### src/rtl/hex_record_memory_loader_assert.svh
// Assertion macros shared by the hex record loader RTL.
// Depends on nothing; each file that uses it supplies clk and rst.
`ifndef HEX_RECORD_MEMORY_LOADER_ASSERT_SVH
`define HEX_RECORD_MEMORY_LOADER_ASSERT_SVH

// Checked at every rising edge outside reset.
`define HRML_ASSERT(lbl, prop, msg) \
  lbl: assert property (@(posedge clk) disable iff (rst) prop) else $error(msg);

// Checked at every rising edge, reset included.
`define HRML_ASSERT_ALWAYS(lbl, prop, msg) \
  lbl: assert property (@(posedge clk) prop) else $error(msg);

`endif

### src/rtl/hrml_pkg.sv
// Shared types, constants and the hex digit decoder for the hex record loader.
// Depends on nothing.
`default_nettype none

package hrml_pkg;

  localparam int AddrBits = 16;

  localparam logic [7:0] ColonChar = 8'h3A;
  localparam logic [7:0] LineFeed  = 8'd10;
  localparam logic [7:0] CaseBit   = 8'h20;

  // record types
  localparam logic [7:0] DataRecord = 8'h00;
  localparam logic [7:0] EndRecord  = 8'h01;

  // what a non-hex character decodes to
  localparam logic [7:0] BadDigit = 8'hFF;

  localparam logic [1:0] StatusLoading = 2'd0;
  localparam logic [1:0] StatusDone    = 2'd1;
  localparam logic [1:0] StatusError   = 2'd2;

  typedef struct packed {
    logic [7:0] character;
    logic       end_of_input;
  } item_t;

  typedef struct packed {
    logic        write_valid;
    logic [15:0] write_address;
    logic [7:0]  write_data;
    logic [1:0]  status;
  } result_t;

  // '0'..'9' -> 0..9, 'a'..'f' / 'A'..'F' -> 10..15, anything else -> 0xFF
  function automatic logic [7:0] digit_value(input logic [7:0] c);
    logic [7:0] lc;
    lc = c | CaseBit;
    if (c inside {[8'h30:8'h39]}) begin
      return c - 8'h30;
    end else if (lc inside {[8'h61:8'h66]}) begin
      return lc - 8'h57;
    end
    return BadDigit;
  endfunction

endpackage

`default_nettype wire

### src/rtl/hrml_parser.sv
// Record parser: phase register, field assembly and the write it produces.
// Depends on hrml_pkg and the assertion macro header.
`default_nettype none

`include "hex_record_memory_loader_assert.svh"

module hrml_parser import hrml_pkg::*; (
  input  wire logic    clk,
  input  wire logic    rst,
  input  wire logic    en,
  input  wire item_t   item,
  output result_t      result
);

  typedef enum logic [3:0] {
    PH_START, PH_LEN, PH_ADDR, PH_TYPE, PH_DATA, PH_SUM, PH_EOL, PH_DONE, PH_ERROR
  } phase_t;

  phase_t              phase, phase_next;
  logic                digit_parity, digit_parity_next;
  logic [3:0]          hi_nib, hi_nib_next;
  logic [7:0]          record_length, record_length_next;
  logic [AddrBits-1:0] record_address, record_address_next;
  logic [7:0]          addr_hi, addr_hi_next;
  logic                addr_byte, addr_byte_next;
  logic [7:0]          record_type, record_type_next;
  logic [7:0]          bytes_remaining, bytes_remaining_next;

  logic [7:0] digit;
  logic [7:0] bval;
  logic [7:0] remaining_dec;

  assign digit         = digit_value(item.character);
  assign bval          = {hi_nib, 4'b0000} | digit;
  assign remaining_dec = bytes_remaining - 8'd1;

  always_comb begin
    phase_next           = phase;
    digit_parity_next    = digit_parity;
    hi_nib_next          = hi_nib;
    record_length_next   = record_length;
    record_address_next  = record_address;
    addr_hi_next         = addr_hi;
    addr_byte_next       = addr_byte;
    record_type_next     = record_type;
    bytes_remaining_next = bytes_remaining;
    result.write_valid   = 1'b0;
    result.write_address = '0;
    result.write_data    = '0;

    if (phase == PH_DONE || phase == PH_ERROR) begin
      // terminal: input ignored
    end else if (item.end_of_input) begin
      phase_next = PH_DONE;
    end else if (phase == PH_START) begin
      if (item.character == ColonChar) begin
        phase_next        = PH_LEN;
        digit_parity_next = 1'b0;
      end else begin
        phase_next = PH_ERROR;
      end
    end else if (phase == PH_EOL) begin
      if (item.character == LineFeed) begin
        phase_next = (record_type == EndRecord) ? PH_DONE : PH_START;
      end
    end else if (!digit_parity) begin
      hi_nib_next       = digit[3:0];
      digit_parity_next = 1'b1;
    end else begin
      digit_parity_next = 1'b0;
      case (phase)
        PH_LEN: begin
          record_length_next = bval;
          addr_byte_next     = 1'b0;
          phase_next         = PH_ADDR;
        end
        PH_ADDR: begin
          if (!addr_byte) begin
            addr_hi_next   = bval;
            addr_byte_next = 1'b1;
          end else begin
            record_address_next = AddrBits'({addr_hi, bval});
            addr_byte_next      = 1'b0;
            phase_next          = PH_TYPE;
          end
        end
        PH_TYPE: begin
          record_type_next     = bval;
          bytes_remaining_next = record_length;
          phase_next           = (record_length != 8'd0) ? PH_DATA : PH_SUM;
        end
        PH_DATA: begin
          if (record_type == DataRecord) begin
            result.write_valid   = 1'b1;
            result.write_address = 16'(record_address);
            result.write_data    = bval;
            record_address_next  = record_address + AddrBits'(1);
          end
          bytes_remaining_next = remaining_dec;
          if (remaining_dec == 8'd0) begin
            phase_next = PH_SUM;
          end
        end
        PH_SUM: begin
          phase_next = PH_EOL;
        end
        default: begin
          phase_next = PH_ERROR;
        end
      endcase
    end

    if (phase_next == PH_DONE) begin
      result.status = StatusDone;
    end else if (phase_next == PH_ERROR) begin
      result.status = StatusError;
    end else begin
      result.status = StatusLoading;
    end
  end

  always_ff @(posedge clk) begin
    if (rst) begin
      phase           <= PH_START;
      digit_parity    <= 1'b0;
      hi_nib          <= '0;
      record_length   <= '0;
      record_address  <= '0;
      addr_hi         <= '0;
      addr_byte       <= 1'b0;
      record_type     <= '0;
      bytes_remaining <= '0;
    end else if (en) begin
      phase           <= phase_next;
      digit_parity    <= digit_parity_next;
      hi_nib          <= hi_nib_next;
      record_length   <= record_length_next;
      record_address  <= record_address_next;
      addr_hi         <= addr_hi_next;
      addr_byte       <= addr_byte_next;
      record_type     <= record_type_next;
      bytes_remaining <= bytes_remaining_next;
    end
  end

  `HRML_ASSERT(a_wr_loading, result.write_valid |-> result.status == StatusLoading, "late write")
  `HRML_ASSERT(a_done_sticks, (phase == PH_DONE) |=> (phase == PH_DONE), "finished load left done")
  `HRML_ASSERT(a_error_sticks, (phase == PH_ERROR) |=> (phase == PH_ERROR), "error state left")

endmodule

`default_nettype wire

### src/rtl/hrml_out_buf.sv
// Two-entry result buffer between the parser and the output channel.
// Depends on hrml_pkg and the assertion macro header.
`default_nettype none

`include "hex_record_memory_loader_assert.svh"

module hrml_out_buf import hrml_pkg::*; (
  input  wire logic    clk,
  input  wire logic    rst,
  input  wire logic    push,
  input  wire result_t push_data,
  output logic         full,
  output logic         valid,
  input  wire logic    stall,
  output result_t      data
);

  result_t    slot [2];
  logic       wr_ptr;
  logic       rd_ptr;
  logic [1:0] count;
  logic       pop;

  assign valid = (count != 2'd0);
  assign full  = (count == 2'd2);
  assign pop   = valid && !stall;
  assign data  = slot[rd_ptr];

  always_ff @(posedge clk) begin
    if (push) begin
      slot[wr_ptr] <= push_data;
    end
  end

  always_ff @(posedge clk) begin
    if (rst) begin
      wr_ptr <= 1'b0;
      rd_ptr <= 1'b0;
      count  <= 2'd0;
    end else begin
      if (push) begin
        wr_ptr <= ~wr_ptr;
      end
      if (pop) begin
        rd_ptr <= ~rd_ptr;
      end
      case ({push, pop})
        2'b10:   count <= count + 2'd1;
        2'b01:   count <= count - 2'd1;
        default: count <= count;
      endcase
    end
  end

  `HRML_ASSERT_ALWAYS(a_count_bound, rst || (count != 2'd3), "buffer count out of range")
  `HRML_ASSERT(a_no_overflow, push |-> !full, "push into full buffer")

endmodule

`default_nettype wire

### src/rtl/hex_record_memory_loader.sv
// Hex record memory loader: one text character per transfer in, one write result out.
// Path from input transfer to result valid: input register, then result buffer.
// Throughput: one character per cycle while the result buffer has room.
// Reset (rst, synchronous, high): parser waits for a record start, buffers empty.
// Depends on hrml_pkg, hrml_parser, hrml_out_buf and the assertion macro header.
`default_nettype none

module hex_record_memory_loader import hrml_pkg::*; (
  input  wire logic    clk,
  input  wire logic    rst,
  // character stream
  input  wire logic    in_valid,
  output logic         in_stall,
  input  wire item_t   in_data,
  // write results, one per character
  output logic         out_valid,
  input  wire logic    out_stall,
  output result_t      out_data
);

  // Input register stage.
  logic    s1_valid;
  item_t   s1_item;
  logic    s1_fire;
  logic    in_xfer;
  logic    buf_full;
  result_t step_result;

  // The parser consumes the staged character whenever the result buffer has room.
  assign s1_fire  = s1_valid && !buf_full;
  // Stall only when a character is staged and cannot move on.
  assign in_stall = s1_valid && buf_full;
  assign in_xfer  = in_valid && !in_stall;

  always_ff @(posedge clk) begin
    if (rst) begin
      s1_valid <= 1'b0;
    end else if (in_xfer) begin
      s1_valid <= 1'b1;
    end else if (s1_fire) begin
      s1_valid <= 1'b0;
    end
  end

  always_ff @(posedge clk) begin
    if (in_xfer) begin
      s1_item <= in_data;
    end
  end

  // One parser step per staged character.
  hrml_parser u_parser (
    .clk    (clk),
    .rst    (rst),
    .en     (s1_fire),
    .item   (s1_item),
    .result (step_result)
  );

  // Result register plus one skid entry, so input keeps flowing while
  // a finished result waits for the consumer.
  hrml_out_buf u_out_buf (
    .clk       (clk),
    .rst       (rst),
    .push      (s1_fire),
    .push_data (step_result),
    .full      (buf_full),
    .valid     (out_valid),
    .stall     (out_stall),
    .data      (out_data)
  );

endmodule

`default_nettype wire

### config.mk
export PLATFORM = sky130hd
export DESIGN_NAME = hex_record_memory_loader
export DESIGN_NICKNAME = d
export VERILOG_FILES = /design/src/rtl/hrml_pkg.sv /design/src/rtl/hrml_parser.sv /design/src/rtl/hrml_out_buf.sv /design/src/rtl/hex_record_memory_loader.sv
export VERILOG_INCLUDE_DIRS = /design/src /design/src/rtl
export SDC_FILE = /design/constraint.sdc
export NUM_CORES = 1
export LEC_CHECK = 0
export ABC_AREA = 1
export BUFFER_PORTS_ARGS = -buffer_cell sky130_fd_sc_hd__buf_2
export CORE_UTILIZATION = 55
export CTS_BUF_LIST = sky130_fd_sc_hd__clkbuf_4
export CTS_CLUSTER_SIZE = 24
export DETAILED_ROUTE_END_ITERATION = 12
export GPL_TIMING_DRIVEN = 1
export PLACE_DENSITY_LB_ADDON = 0.05
export SKIP_LAST_GASP = 1
export SYNTH_ARGS = -nofsm -noshare
export SYNTH_HDL_FRONTEND = slang
export SYNTH_SLANG_ARGS = --single-unit
### constraint.sdc
create_clock -name clk -period 3.58 [get_ports clk]
set_input_delay 0.358 -clock clk [delete_from_list [all_inputs] [get_ports clk]]
set_output_delay 0.358 -clock clk [all_outputs]
set_load 0.01 [all_outputs]
# Word-level counts from Yosys, hierarchy flattened
# Memory sizes are Yosys's and may differ from the RTL's. A register that Yosys moved wholly into a read port is not among the register bits.
# Cells that the tools add are included.
dict set report totals {
  reg_bits 72
  latch_bits 0
  ramBits 54
  romBits 0
  inputBits 13
  n_memories 1
}
dict set report op_classes {
  addsub 6
  n_mul 0
  div 0
  magnitude_cmp 4
  n_eq_ne 20
  shift 0
  n_mux 43
  bitwise 9
  n_reduce_logical 28
}
# name depth width rd rd_ports_with_merged_regs write_ports line_no
set memory_table {}
lappend memory_table {u_out_buf.slot 2 27 1 1 1 hrml_out_buf.sv:18} ;# result_t slot [2];
# cell count
set op_table {}
lappend op_table {{$mux 25} 7}
lappend op_table {{$mux 4} 9}
lappend op_table {{$mux 16} 2}
lappend op_table {{$pmux 16 s2} 1}
lappend op_table {{$reduce_and 7->1} 4}
lappend op_table {{$mux 8} 3}
lappend op_table {{$eq 4x3->1 const B} 5}
lappend op_table {{$pmux 4 s5} 1}
lappend op_table {{$add 16x1->16 const B} 1}
lappend op_table {{$logic_not 8->1} 2}
lappend op_table {{$pmux 8 s2} 1}
lappend op_table {{$mux 1} 14}
lappend op_table {{$reduce_bool 2->1} 6}
lappend op_table {{$reduce_and 9->1} 1}
lappend op_table {{$eq 4x2->1 const B} 2}
lappend op_table {{$eq 4x4->1 const B} 2}
lappend op_table {{$eq 8x1->1 const B} 1}
lappend op_table {{$eq 8x4->1 const B} 1}
lappend op_table {{$eq 8x6->1 const B} 1}
lappend op_table {{$ge 8x6->1 const B} 1}
lappend op_table {{$ge 8x7->1 const B} 1}
lappend op_table {{$le 8x6->1 const B} 1}
lappend op_table {{$le 8x7->1 const B} 1}
lappend op_table {{$not 1->1} 8}
lappend op_table {{23 further kinds} 34}

# Logic depth before layout (Yosys ltp)
# Gate-level depths: netlist of the first run.
dict set report logic_depth {
  ltp_word 13
  mapped_depth 16
  depth_no_buf 16
}

# Cells and area by module
# From an unflattened synthesis of the first run, not the netlist that was laid out.
dict set report hier_totals {
  cells_unflattened 746
  area_unflattened_um2 6407.4
}
# mod instances cells_per_inst area_each_um2
set modules_own_cells {}
lappend modules_own_cells {hrml_parser 1 607 3791.1}
lappend modules_own_cells {hrml_out_buf 1 122 2292.2}
lappend modules_own_cells {hex_record_memory_loader 1 17 324.1}

# Worst setup path after synthesis of the first run
# No wires, ideal clock.
dict set report synth_timing {
  kind {flip-flop to flip-flop}
  from {reg u_out_buf.count[0]}
  to {mem u_out_buf.slot[1][0] (netlist bit), enable pin}
  setup_time_ps 412
  arrival_time_ps 2088
  setup_slack_ps 1079
  stages_incl_launch_ff 6
  period_less_slack_ps 2501
  cell_sequence {dfxtp_1 inv_1 a21oi_2 inv_1 clkbuf_1 nor2_1}
}
dict set report synth_via {
  elab_chain_cells 5
}
# item line_no
set synth_lines {}
lappend synth_lines {{start, declared} hrml_out_buf.sv:21} ;# logic [1:0] count;
lappend synth_lines {{start signal, assigned} hrml_out_buf.sv:48} ;# 2'b10: count <= count + 2'd1;
lappend synth_lines {{start signal, assigned} hrml_out_buf.sv:49} ;# 2'b01: count <= count - 2'd1;
lappend synth_lines {{start signal, assigned} hrml_out_buf.sv:50} ;# default: count <= count;
lappend synth_lines {{$eq 2x2->1} hrml_out_buf.sv:25} ;# assign full = (count == 2'd2);
lappend synth_lines {{$logic_not 1->1} hex_record_memory_loader.sv:30} ;# assign s1_fire = s1_valid && !buf_full;
lappend synth_lines {{$logic_and 1x1->1} hex_record_memory_loader.sv:30}
lappend synth_lines {{$mux 1} hrml_out_buf.sv:30} ;# if (push) begin
lappend synth_lines {{$mux 1 (implied by the code)} hrml_out_buf.sv:31} ;# slot[wr_ptr] <= push_data;
lappend synth_lines {{end, declared} hrml_out_buf.sv:18}
# Every way passes these cells.

# Final worst setup path of the first run
dict set report layout_timing {
  from {reg u_parser.phase[0]}
  to {reg u_parser.record_address[0]}
}
dict set report layout_via {
  elab_chain_cells 4
  elab_cells_between_ends 15
  cone_classes {eq/ne: 7; mux: 1; bitwise: 3; reduce/logical: 4}
}
# item line_no
set layout_lines {}
lappend layout_lines {{start, declared} hrml_parser.sv:19} ;# phase_t phase, phase_next;
lappend layout_lines {{start signal, assigned} hrml_parser.sv:134} ;# phase <= phase_next;
lappend layout_lines {{branches (longest 4 deep; another with $reduce_and 9->1)} --}
lappend layout_lines {{end signal, assigned} hrml_parser.sv:138} ;# record_address <= record_address_next;
lappend layout_lines {{end, declared} hrml_parser.sv:23} ;# logic [AddrBits-1:0] record_address, record_address_next;
# Parallel ways; which one is timed is not known.
# A chain may end at the register's enable or synchronous reset.

==> results of run 1 <==
path summary, 6_finish.rpt:
path	start	cells past startpoint	endpoint
worst min register to register	u_out_buf.rd_ptr	1	flip-flop
worst max-delay path	u_parser.phase[0]	12	u_parser.record_address[0]
worst max register to register	u_parser.phase[0]	12	u_parser.record_address[0]
worst min-delay path	in_valid	3	s1_valid
cell families (layout without fill, tap and decap cells):
kind of cell    count (synthesis)  in the layout  share of synthesized area [%]
simple gates                  269            269                           19.1
xor+xnor                       11             11                           1.53
fa+ha+maj                      13             13                           2.59
flops                         127            127                           50.5
compound gates                157            157                           13.0
buf+inv                       136            196                           8.44
mux                            27             27                           4.84
power groups by stage:
stage | Clock, W | Combinational [W] | Sequential, W
4_1_cts | 0.00120 | 0.000443 | 0.00162
3_3_place_gp | 0 | 0.000424 | 0.00165
3_5_place_dp | 0 | 0.000433 | 0.00165
2_1_floorplan | 0 | 0.000314 | 0.00164
6_report | 0.00118 | 0.000438 | 0.00162
5_1_grt | 0.00126 | 0.000490 | 0.00162
worst min-delay path, stage by stage:
cell	delay, ns
buf_2	0.10
nand2_1	0.09
a21oi_1	0.06
layer usage:
layer | up-vias | global-route usage, %
li1 | 2555 | -
met3 | 18 | 5.32
met5 | - | 0
met2 | 173 | 41.9
met4 | 0 | 9.07
met1 | 2335 | 30.9
final cells by class:
type	count	area, µm²
inverter	110	413
tap	140	175
fill	923	3960
clock inverter	14	214
timing repair buffer	54	325
multi-input combinational	477	2590
sequential	127	3170
clock buffer	18	135
placed cells by master, fill, tap and decap left out, types with 7 or more instances in the layout:
| cell type | synthesis | routed |
|---|---|---|
| nand2_1 | 115 | 115 |
| inv_1 | 100 | 100 |
| nor2_1 | 78 | 76 |
| o21ai_0 | 72 | 72 |
| a21oi_1 | 69 | 69 |
| dfxtp_1 | 64 | 64 |
| edfxtp_1 | 63 | 63 |
| buf_2 | 7 | 41 |
| nand3_1 | 33 | 33 |
| mux2_2 | 27 | 27 |
| clkbuf_4 | 0 | 18 |
| ha_1 | 13 | 13 |
| nor3_1 | 12 | 12 |
| nand4_1 | 11 | 11 |
| inv_2 | 10 | 10 |
| xor2_1 | 10 | 10 |
| dlygate4sd3_1 | 0 | 9 |
| o211ai_1 | 7 | 7 |
registers in the layout (all words and copies together), names as in the netlist, named ones only:
name                      count
s1_valid                      1
u_parser.addr_hi              8
u_out_buf.count               2
u_parser.bytes_remaining      8
s1_item                       9
u_out_buf.rd_ptr              1
u_out_buf.slot               54
u_parser.record_type          8
u_parser.record_length        8
u_parser.addr_byte            1
u_parser.phase                4
u_parser.digit_parity         1
u_parser.record_address      16
u_parser.hi_nib               4
u_out_buf.wr_ptr              1
stage by stage:
stage	hold WS [ns]	area (µm²)
global placement	0.437	6580
finish	0.120	7020
detailed placement	0.452	6580
global route	0.0917	7020
CTS	0.0947	7020
floorplan	0.425	6280
==> impl_metrics.tcl, run 1 <==
set metrics [dict create \
    final_min_period_ns 2.42 \
    drc 0 \
    grt.total_usage_pct 24.7 \
    total_met2_wirelength_after_detailed_routing_mm 6.61 \
    class_of_the_tightest_hold_or_removal_check "in -> reg" \
    place_congestion 0.921 \
    worst-endpoint-arrival_ns 2.85 \
    power.internal_w 0.00238 \
    synth_top_cell_area_share_pct 30.1 \
    yosysSeqAreaShare_pct 50.5 \
    die_w_um 109 \
    viasPerCell 5.41 \
    synth_fp_nets 766 \
    postSynth.asyncResetShare_pct 0 \
    ir_drop_mv 0.240 \
    drtAntennaViolNets 0 \
    violation_count_after_the_first_detailed_route_iteration 386 \
    max_clock_freq_mhz 413 \
    crit_fanout 25 \
    p_leak_nw 2.98 \
    clock_sink_count 127 \
    synth_enable_flop_cells 63 \
    cts_max_level 4 \
    final_cell_count_no_fill 940 \
    yosysWarnings 0 \
    drt_first_pass_iters 5 \
    cts-root-buf "clkbuf_4" \
    cp-start-kind "flip-flop" \
    share_comb_of_total_power_pct 13.5 \
    dpl_worst_slack_ns 1.21 \
    fin_total_pwr_w 0.00324 \
    post_synth_num_cell_types 38 \
    clk_latency_ns 0.53 \
    path_cells "inv_2, nand2_4, nor2_4, inv_2, nor3_2, nand2_1, nand2_1, nand2_1, nor2_2, o21ai_0, o21ai_0, inv_1" \
    synth_top_flop_cell "dfxtp_1" \
    dpl.hpwl_mm 9.40 \
    slew_headroom_pct 26.8 \
    wirelength_mm 13.6 \
    routed_wire_length_per_instance_um 14.4 \
    num-nets-final 813 \
    rsz0062_at_grt "false" \
    regToRegSetupSlack_ns 1.16 \
    die-area_mm2 0.0119 \
    fin_worst_skew_ns 0.0148 \
    crit_path_end_kind "flip-flop" \
    timing.critical_path.required_ns 4.01 \
    grt_pass1_wl_mm 22.3 \
    clock_power_share_pct 36.5 \
    timing_hold_violations_final 0 \
    met3_length_um 683 \
    ys_ff_latch 127 \
    n_antenna_cell 0 \
    first_global_vias 4692 \
    run_status "complete, no violations" \
    top_layer "met4" \
    synth_area_per_cell_um2 8.49 \
    timing_worst_slew_pin_value_ns 1.10 \
    power_switching_w 0.000854 \
    timing.critical_path.mode_cell "nand2_1" \
    post_route_cells_drive_above_1_share_pct 16.4 \
    timing.final.max_slew_violations 0 \
    netlist_area_mm2 0.00628 \
    critPathMaxStageDelay_ns 0.52 \
    post_synth_most_frequent_cells "nand2_1, inv_1, nor2_1" \
    floorplan.core_area_mm2 0.0110 \
    synth_top_cell_by_area "edfxtp_1" \
    row_count 38 \
    numPlacedInstances 899 \
    post_synthesis_instance_total 740 \
    initial_utilization_pct 57.2 \
    utilization_pct 63.9 \
    area.growth.synth_to_final_pct 11.7 \
    boundaryPins 42 \
    power_switching_share_pct 26.4 \
    cts_repair_resized_insts 0 \
    yosys.cell_count.top_type "nand2_1" \
    pin_count_of_the_biggest_net_entering_global_routing 43 \
    numCtsBuffers 17 \
    cts.clk_slew.worst_paths_ns 0.12 \
    cts_tree "built" \
    timing.setup.tns_ns 0 \
    power_frac_seq_pct 49.9 \
    gr-total-overflow 0 \
    maxCapViolations 0 \
    crit_path_top_delay_cell "nor2_2" \
    initial_antenna_violation_count 0 \
    met1_length_mm 6.09 \
    clockBufferDepth 2 \
    holdBufCountCts 9 \
    path_delay_family "simple AND/OR/NAND/NOR gates" \
    synth.area.top_cells "edfxtp_1, dfxtp_1, nand2_1" \
    die_y_um 109 \
    period_share_pct 67.6 \
    port_buffers 41 \
    layout_setup_ws_ns 1.16 \
    critPathBufInv 3 \
    timing.final.setup_violations 0 \
    postCtsSetupBuffers 0 \
    power.density_mw_per_mm2 461 \
    critPathKind "reg -> reg" \
    via_count 5081 \
]
No activity file was read; power rests on OpenSTA's default activity.
==> run 2: changes to the inputs <==
==> constraint.sdc (replaced) <==
create_clock -name clk -period 2.5 [get_ports clk]
set_input_delay 0.25 -clock clk [delete_from_list [all_inputs] [get_ports clk]]
set_output_delay 0.25 -clock clk [all_outputs]
set_load 0.01 [all_outputs]
==> impl_metrics.tcl, run 2 (same netlist as run 1, synthesis figures left out) <==
set metrics [dict create \
    run_status "complete, no violations" \
    clockBufferDepth 2 \
    timing.setup.tns_ns 0 \
    critPathBufInv 3 \
    power.density_mw_per_mm2 640 \
    gr-total-overflow 0 \
    layout_top_registers "u_out_buf.slot: 54 flops, u_parser.record_address: 16 flops, s1_item: 9 flops" \
    first_global_vias 4937 \
    crit_fanout 12 \
    ir_drop_mv 0.427 \
    period_share_pct 90.2 \
    timing.critical_path.mode_cell "inv_1" \
    num-nets-final 825 \
    violation_count_after_the_first_detailed_route_iteration 308 \
    commonest_non_fill_non_tap_cell_in_the_layout "nand2_1" \
    place_congestion 0.921 \
    timing.final.setup_violations 0 \
    n_antenna_cell 0 \
    most-common-layout-cells "nand2_1, inv_1, nor2_1, o21ai_0, a21oi_1" \
    die-area_mm2 0.0119 \
    clk_latency_ns 0.51 \
    die_y_um 109 \
    drtAntennaViolNets 0 \
    hold_start "rst" \
    max_clock_freq_mhz 444 \
    fin_worst_skew_ns 0.0132 \
    worst-endpoint-arrival_ns 2.67 \
    die_w_um 109 \
    largest-register "u_out_buf.slot" \
    class_of_the_tightest_hold_or_removal_check "in -> reg" \
    critPathMaxStageDelay_ns 0.48 \
    timing_hold_violations_final 0 \
    critPathKind "reg -> reg" \
    routed_wire_length_per_instance_um 14.4 \
    dpl.hpwl_mm 9.49 \
    drc 0 \
    wirelength_mm 13.7 \
    area.growth.synth_to_final_pct 13.3 \
    pin_count_of_the_biggest_net_entering_global_routing 40 \
    floorplan.core_area_mm2 0.0110 \
    final_min_period_ns 2.25 \
    port_buffers 41 \
    maxCapViolations 0 \
    timing.critical_path.required_ns 2.91 \
    initial_antenna_violation_count 0 \
    worst-r2r-cell-count 11 \
    critical_path.reg2reg.endpoint "u_parser.addr_hi[7]" \
    row_count 38 \
    path_delay_family "simple AND/OR/NAND/NOR gates" \
    viasPerCell 5.37 \
    path_cells "inv_1, ha_1, o21ai_0, a21oi_1, nand2_2, nand2_1, inv_1, nor2_1, nand2_1, o21ai_0, inv_1" \
    regToRegSetupSlack_ns 0.25 \
    crit-reg2reg-launch "s1_item[1]" \
    timing_worst_slew_pin_value_ns 0.565 \
    cts-root-buf "clkbuf_4" \
    drt_first_pass_iters 5 \
    cts.clk_slew.worst_paths_ns 0.11 \
    worst_hold_path.num_cells 2 \
    via_count 5111 \
    grt_pass1_wl_mm 22.7 \
    hold_end "u_parser.digit_parity" \
    crit_path_top_delay_cell "edfxtp_1" \
    timing.final.max_slew_violations 0 \
    cts_max_level 4 \
    postCtsSetupBuffers 0 \
    flip_flop_count_of_the_largest_register_all_copies_and_words_added 54 \
    clock_sink_count 127 \
    p_leak_nw 3.03 \
    grt.total_usage_pct 25.0 \
    post_route_cells_drive_above_1_share_pct 17.5 \
    cts_tree "built" \
    crit_path_end_kind "flip-flop" \
    rsz0062_at_grt "false" \
    hold-worst-slack_ns 0.179 \
    initial_utilization_pct 57.2 \
    cp-start-kind "flip-flop" \
    numCtsBuffers 17 \
    boundaryPins 42 \
    slew_headroom_pct 62.2 \
]
-- run 2: metrics by stage --
stage / power (W) / setup WS, ns / utilization [%] / instance area (µm²) / std cells
2_1_floorplan: 0.00280 / 0.0183 / - / 6290 / 740
3_3_place_gp: 0.00299 / 0.310 / 60.8 / 6680 / 909
3_5_place_dp: 0.00300 / 0.191 / 60.8 / 6680 / 909
4_1_cts: 0.00459 / 0.170 / 64.8 / 7120 / 952
5_1_grt: 0.00475 / 0.0209 / 64.9 / 7120 / 952
6_report: 0.00456 / 0.246 / 64.9 / 7120 / 952
-- run 2: metal layers --
| metal | GRT usage (%) | routed length (µm) | vias up |
|---|---|---|---|
| li1 | - | - | 2585 |
| met1 | 31.2 | 6160 | 2318 |
| met2 | 42.0 | 6590 | 184 |
| met3 | 4.78 | 587 | 24 |
| met4 | 11.1 | 363 | 0 |
| met5 | 0 | 0 | - |
-- run 2: worst max path at each step --
stage / cells past startpoint / from / to
finish: 11 / s1_item[1] / u_parser.addr_hi[7]
global route: 11 / s1_item[1] / u_parser.addr_hi[7]
CTS: 11 / s1_item[1] / u_out_buf.slot[1][4]
detailed placement: 11 / s1_item[1] / u_out_buf.slot[0][4]
global placement: 11 / s1_item[1] / u_out_buf.slot[1][4]
floorplan: 5 / u_out_buf.count[0] / u_out_buf.slot[0][0]
-- run 2: final cells by class --
cell class                 instances  area [µm²]
tap                              140         175
timing repair buffer              66         445
clock buffer                      18         135
multi-input combinational        477        2590
inverter                         110         413
clock inverter                    14         190
sequential                       127        3170
fill                             938        3860
-- run 2: worst register-to-register path: stages (launching register included) --
cell      delay, ns
edfxtp_1       0.48
inv_1          0.16
ha_1           0.20
o21ai_0        0.09
a21oi_1        0.17
nand2_2        0.16
nand2_1        0.14
inv_1          0.10
nor2_1         0.21
nand2_1        0.19
o21ai_0        0.20
inv_1          0.05
-- run 2: report_power, final --
part           switching (W)  leakage [nW]  internal [W]
Combinational       0.000396          1.77      0.000257
Sequential         0.0000490          1.10       0.00226
Clock               0.000785         0.164      0.000805
Total                0.00123          3.03       0.00333
-- run 2: timing repair --
| action | 4_1_cts | 5_1_grt |
|---|---|---|
| gates resized for setup | 0 | 2 |
| endpoints found under the hold margin | 11 | 0 |
| hold buffers | 11 | 0 |
| endpoints found under the setup margin | 0 | 13 |
